File: src/rtl/core/shamp_pkg.sv
`default_nettype none

package shamp_pkg;

  localparam int unsigned WordW  = 32;
  localparam int unsigned ByteW  = 8;
  localparam int unsigned FuncW  = 2;
  localparam int unsigned TotalW = 61;
  localparam int unsigned LenW   = 64;
  // padded prefix is a multiple of 64 below 2^33, keep bits [32:6]
  localparam int unsigned PadW   = 27;

  localparam logic [ByteW-1:0] PadByte     = 8'h80;
  localparam logic [3:0]       ZeroWordRef = 4'd13;
  localparam logic [32:0]      PadExtra    = 33'd72;

  localparam logic [FuncW-1:0] FUNC_APPEND      = 2'd0;
  localparam logic [FuncW-1:0] FUNC_APPEND_LAST = 2'd1;
  localparam logic [FuncW-1:0] FUNC_FINISH      = 2'd2;
  localparam logic [FuncW-1:0] FUNC_NONE        = 2'd3;

endpackage

`default_nettype wire

File: src/rtl/core/sha_message_padder_core.sv
// Channel | Direction | Handshake                  | Payload
// in      | sink      | in_valid_i / in_stall_o    | func_i, data_byte_i
// out     | source    | out_valid_o / out_stall_i  | word_o, last_word_o
// cfg     | sink      | cfg_valid_i / cfg_ready_o  | cfg_prefix_bytes_i
//
// Message bytes go through an input register and are taken at one per cycle
// while the input is not stalled. A finishing beat makes the sequencer emit 3
// to 18 words (0x80 word, 0 to 15 zero words, two length words), one per
// unstalled cycle via the single output register; the input register holds one
// further beat meanwhile. Reset clears the byte count, the held bytes and the
// prefix register. A stalled output holds its word; the input stalls only when
// its register is occupied by a beat that cannot move on.
`default_nettype none

module sha_message_padder_core
  import shamp_pkg::*;
(
  input  wire logic              clk_i,
  input  wire logic              rst_ni,
  input  wire logic              in_valid_i,
  output logic                   in_stall_o,
  input  wire logic [FuncW-1:0]  func_i,
  input  wire logic [ByteW-1:0]  data_byte_i,
  output logic                   out_valid_o,
  input  wire logic              out_stall_i,
  output logic [WordW-1:0]       word_o,
  output logic                   last_word_o,
  input  wire logic              cfg_valid_i,
  output logic                   cfg_ready_o,
  input  wire logic [WordW-1:0]  cfg_prefix_bytes_i
);

  typedef enum logic [2:0] {
    ST_RUN,
    ST_W80,
    ST_ZERO,
    ST_HI,
    ST_LO
  } state_e;

  state_e             state_q;
  logic               in_valid_q;
  logic [FuncW-1:0]   func_q;
  logic [ByteW-1:0]   byte_q;
  logic [23:0]        held_q;
  logic [TotalW-1:0]  total_q;
  logic [PadW-1:0]    pfx_pad_q;
  logic               out_valid_q;
  logic [WordW-1:0]   word_q;
  logic               last_q;
  logic [3:0]         zeros_q;
  logic [WordW-1:0]   w80_q;
  logic [LenW-1:0]    len_q;

  logic               out_free;
  logic               is_add;
  logic               is_fin;
  logic               byte_full;
  logic               take;
  logic [23:0]        held_nx;
  logic [5:0]         tot_lo;
  logic [WordW-1:0]   w80_nx;
  logic [3:0]         zeros_nx;
  logic [TotalW-1:0]  len_sum;
  logic [32:0]        pfx_sum;

  assign out_free  = !out_valid_q || !out_stall_i;
  assign is_add    = (func_q == FUNC_APPEND) || (func_q == FUNC_APPEND_LAST);
  assign is_fin    = (func_q == FUNC_APPEND_LAST) || (func_q == FUNC_FINISH);
  assign byte_full = is_add && (total_q[1:0] == 2'd3);
  assign take      = in_valid_q && (state_q == ST_RUN) && (!byte_full || out_free);

  assign in_stall_o  = in_valid_q && !take;
  assign cfg_ready_o = 1'b1;
  assign out_valid_o = out_valid_q;
  assign word_o      = word_q;
  assign last_word_o = last_q;

  assign pfx_sum = {1'b0, cfg_prefix_bytes_i} + PadExtra;

  always_comb begin
    if (byte_full) begin
      held_nx = '0;
    end else if (is_add) begin
      held_nx = {held_q[15:0], byte_q};
    end else begin
      held_nx = held_q;
    end
    tot_lo = total_q[5:0] + {5'd0, is_add};
    case (tot_lo[1:0])
      2'd0:    w80_nx = {PadByte, 24'd0};
      2'd1:    w80_nx = {held_nx[7:0], PadByte, 16'd0};
      2'd2:    w80_nx = {held_nx[15:0], PadByte, 8'd0};
      default: w80_nx = {held_nx, PadByte};
    endcase
    zeros_nx = ZeroWordRef - tot_lo[5:2];
    len_sum  = total_q + {{(TotalW-PadW-6){1'b0}}, pfx_pad_q, 6'd0}
             + {{(TotalW-1){1'b0}}, is_add};
  end

  always_ff @(posedge clk_i or negedge rst_ni) begin
    if (!rst_ni) begin
      state_q     <= ST_RUN;
      in_valid_q  <= 1'b0;
      held_q      <= '0;
      total_q     <= '0;
      pfx_pad_q   <= '0;
      out_valid_q <= 1'b0;
      word_q      <= '0;
      last_q      <= 1'b0;
      zeros_q     <= '0;
    end else begin
      if (!in_stall_o) begin
        in_valid_q <= in_valid_i;
      end
      if (cfg_valid_i && cfg_ready_o) begin
        pfx_pad_q <= (cfg_prefix_bytes_i == '0) ? '0 : pfx_sum[32:6];
      end
      unique case (state_q)
        ST_RUN: begin
          if (out_free && !(take && byte_full)) begin
            out_valid_q <= 1'b0;
          end
          if (take) begin
            if (byte_full) begin
              out_valid_q <= 1'b1;
              word_q      <= {held_q, byte_q};
              last_q      <= 1'b0;
            end
            if (is_fin) begin
              held_q  <= '0;
              total_q <= '0;
              zeros_q <= zeros_nx;
              state_q <= ST_W80;
            end else if (is_add) begin
              held_q  <= held_nx;
              total_q <= total_q + {{(TotalW-1){1'b0}}, 1'b1};
            end
          end
        end
        ST_W80: begin
          if (out_free) begin
            out_valid_q <= 1'b1;
            word_q      <= w80_q;
            last_q      <= 1'b0;
            state_q     <= (zeros_q == '0) ? ST_HI : ST_ZERO;
          end
        end
        ST_ZERO: begin
          if (out_free) begin
            out_valid_q <= 1'b1;
            word_q      <= '0;
            last_q      <= 1'b0;
            zeros_q     <= zeros_q - 4'd1;
            if (zeros_q == 4'd1) begin
              state_q <= ST_HI;
            end
          end
        end
        ST_HI: begin
          if (out_free) begin
            out_valid_q <= 1'b1;
            word_q      <= len_q[63:32];
            last_q      <= 1'b0;
            state_q     <= ST_LO;
          end
        end
        ST_LO: begin
          if (out_free) begin
            out_valid_q <= 1'b1;
            word_q      <= len_q[31:0];
            last_q      <= 1'b1;
            state_q     <= ST_RUN;
          end
        end
        default: state_q <= ST_RUN;
      endcase
    end
  end

  always_ff @(posedge clk_i) begin
    if (in_valid_i && !in_stall_o) begin
      func_q <= func_i;
      byte_q <= data_byte_i;
    end
    if (take && is_fin) begin
      w80_q <= w80_nx;
      len_q <= {len_sum, 3'd0};
    end
  end

endmodule

`default_nettype wire

File: config.mk
export PLATFORM = sky130hd
export DESIGN_NAME = sha_message_padder_core
export DESIGN_NICKNAME = d
export VERILOG_FILES = /design/src/rtl/core/shamp_pkg.sv /design/src/rtl/core/sha_message_padder_core.sv
export SDC_FILE = /design/constraint.sdc
export NUM_CORES = 1
export LEC_CHECK = 0
export BUFFER_PORTS_ARGS = -buffer_cell sky130_fd_sc_hd__buf_2
export CAP_MARGIN = 10
export CELL_PAD_IN_SITES_DETAIL_PLACEMENT = 0
export CELL_PAD_IN_SITES_GLOBAL_PLACEMENT = 1
export CORE_AREA = 4 4 208 210
export CTS_CLUSTER_DIAMETER = 60
export DETAILED_ROUTE_END_ITERATION = 8
export DIE_AREA = 0 0 212 214
export HOLD_SLACK_MARGIN = 0.02
export PLACE_DENSITY = 0.65
export SYNTH_ARGS = -nofsm -noshare
export SYNTH_HDL_FRONTEND = slang
export SYNTH_SLANG_ARGS = --single-unit
File: constraint.sdc
create_clock -name clk_i -period 8.9 [get_ports clk_i]
set_input_delay 0.445 -clock clk_i [delete_from_list [all_inputs] [get_ports clk_i]]
set_output_delay 0.445 -clock clk_i [all_outputs]
set_load 0.05 [all_outputs]
==> results_dict.tcl <==
set metrics [dict create \
    crit_fanout 35 \
    fin_tns_setup_ps 0 \
    rows 75 \
    synth_edf_count 96 \
    dieWidth_um 212 \
    synth.top_cell.area_share_pct 26.84 \
    drcViolationCount 0 \
    dieArea_um2 45370 \
    synthCells 1494 \
    cp.required_ps 9220 \
    cp_slowest_stage_delay_ps 540 \
    cts_buffer_depth 3 \
    fin_crit_ps 3950 \
    antenna_left 0 \
    max_slew_margin_pct 19.67 \
    crit_arrival_ps 4270 \
    synth-seq-cells 250 \
    status "completed" \
    hold_viol_final 0 \
    synth_seq_area_share_pct 46.92 \
    period_share_pct 44.38 \
    synth_common_cells "dfrtp_1 (154), nor2_1 (150), a21oi_1 (142), nand2_1 (119), edfxtp_1 (96)" \
    peakVddDrop_mv 0.1766 \
    grt_use_total_pct 18.68 \
    synth_nets 1577 \
    setup_viol 0 \
    clk_latency_ps 580 \
    cts-htree-levels 1 \
    grt_overflow 0 \
    drt_first_pass_iters 5 \
    antennaDiodeCount 0 \
    fillers 4186 \
    yosysTopAreaCell "dfrtp_1" \
    dp_cells 2018 \
    crit_top_cell "ha_1" \
    crit_type "register to register" \
    synthTopCellsByArea "dfrtp_1 (27%), edfxtp_1 (20%), a21oi_1 (4.9%)" \
    synth_area_um2 14360 \
    fmax_mhz 253.2 \
    synth_area_per_cell_um2 9.611 \
    fin_cells 2080 \
    drtIter0Drc 933 \
    skew_ps 24.58 \
    end_kind "register" \
    dpl_cell_area_um2 15150 \
    place_congestion 0.8326 \
    worstMarginPinSlew_ps 1200 \
    critPathLaunchType "register" \
    grt_pass1_wl_mm 67.42 \
    placement.io_buffers 81 \
    area_delta_synth_final_pct 12.60 \
    rsz0062_at_grt "false" \
    cap_violations 0 \
    grt_pass1_vias 10970 \
    synth-async-reset-ratio_pct 61.60 \
    report.final.slew_viol_count 0 \
    crit_chain "inv_1, ha_1, nor2_2, buf_4, inv_2, ha_1, ha_1, nand3_1, o211ai_1, nand2_1, a31oi_1, a211o_1, nand4_1, xnor2_1" \
    avgViaCountPerCell 5.495 \
    synth_ff_type "dfrtp_1" \
    path_clk_slew_ps 60 \
    finalNetCount 1599 \
    cts_tree "yes" \
    crit_buf_inv 3 \
    grt_max_degree 92 \
    wire_per_inst_um 20.91 \
    antenna_found_initial 2 \
    synth.most_common_cell "dfrtp_1" \
    dp_hpwl_mm 30.53 \
    worst_path_max_delay_cell "a211o_1" \
    cts-buffers-inserted 31 \
    yosysUniqueCellTypes 69 \
    ys_warn_count 0 \
    power.density_nw_per_um2 321.3 \
    cts_setup_buffers 0 \
    crit_family "compound AO/OA/AOI/OAI gates" \
    coreArea_um2 41570 \
    drt-total-wl_mm 43.49 \
    fin_area_um2 16170 \
    ios 83 \
    die_h_um 214 \
    p_leak_nw 6.459 \
    initial_core_util_pct 34.54 \
    hold_class "input port to register" \
    drive_above_1_share_pct 11.68 \
    clock_sinks 250 \
    root_buffer "clkbuf_16" \
    dr_total_vias 11430 \
]
## cells in the final DEF (no fill, tap or decap), types with 20 or more instances in the layout
cell	n
a211oi_1	27
xor2_1	58
mux2i_1	48
nand4_1	39
buf_2	80
and3_1	20
edfxtp_1	96
clkbuf_16	31
a21o_1	22
dfrtp_1	152
nand2_1	119
o21ai_0	63
nor3_1	20
a22o_1	21
a21oi_1	142
a22oi_1	39
nor2_1	148
nand3_1	45
xnor2_1	70
and2_1	23
ha_1	36
## layer usage
layer	GRT usage [%]	part of all wire (%)	vias to the layer above
li1	-	-	5497
met1	27.36	47	5566
met2	28.15	45	292
met3	3.046	4.9	71
met4	6.181	3.5	4
met5	0	0.055	-
## through the flow
step                      hold slack, ps  utilization, %  setup slack [ps]  total power, mW
final                              53.81           38.89              4950            5.195
after global routing               41.03           38.89              4676            5.490
after CTS                          33.50           38.87              4968            5.224
after detailed placement           481.8           36.45              4968            4.001
after global placement             482.3           36.45              5004            3.978
after floorplan                    149.4               -              3420            3.320
## worst paths after layout
kind                           startpoint     endpoint  slack [ps]  cells past startpoint
min                        data_byte_i[3]    byte_q[3]          50                      1
min in group asynchronous          rst_ni   word_o[30]         520                      2
max in group asynchronous          rst_ni   held_q[22]        6930                      3
max                             func_q[0]    len_q[61]        4950                     14
max reg2reg                     func_q[0]    len_q[61]        4950                     14
min reg2reg                   last_word_o  last_word_o         490                      2
## sequential cells by signal (all words and copies together), names as in the netlist
signal	flops
total_q	61
byte_q	8
held_q	24
func_q	2
state_q	3
last_word_o	1
pfx_pad_q	27
word_o	32
w80_q	25
zeros_q	4
in_valid_q	1
out_valid_o	1
len_q	61
## repair_timing
item | 4_1_cts | 5_1_grt
gates resized for setup | 0 | 0
hold buffers | 3 | 0
endpoints found under the hold margin | 48 | 0
## final cells by class
type,instances,area [um^2],share of cell area (%)
Sequential cell,250,6739,41.68
Clock inverter,14,91.34,0.5649
Multi-Input combinational cell,1111,7131,44.10
Clock buffer,44,884.6,5.471
Timing Repair Buffer,101,569.3,3.521
Tap cell,539,674.4,4.171
Inverter,21,78.83,0.4875
## power breakdown
group	total [mW]	leakage (nW)	internal (mW)	switching [mW]
combinational	2.09	3.12	0.623	1.47
clock	1.20	0.493	0.694	0.508
sequential	1.91	2.85	1.58	0.323
## kinds of logic (layout without fill, tap and decap cells)
group / Yosys count / in the layout / share of synthesized area, %
other: 1 / 1 / 0.02612
adder cells (fa/ha/maj): 36 / 36 / 3.137
flip-flops: 250 / 250 / 46.92
AND/OR/NAND/NOR: 492 / 492 / 16.88
XOR/XNOR: 128 / 128 / 7.808
AO/OA/AOI/OAI: 401 / 401 / 17.86
multiplexers: 53 / 53 / 3.738
buffers and inverters: 133 / 180 / 3.634
(Power assumes the default switching activity.)
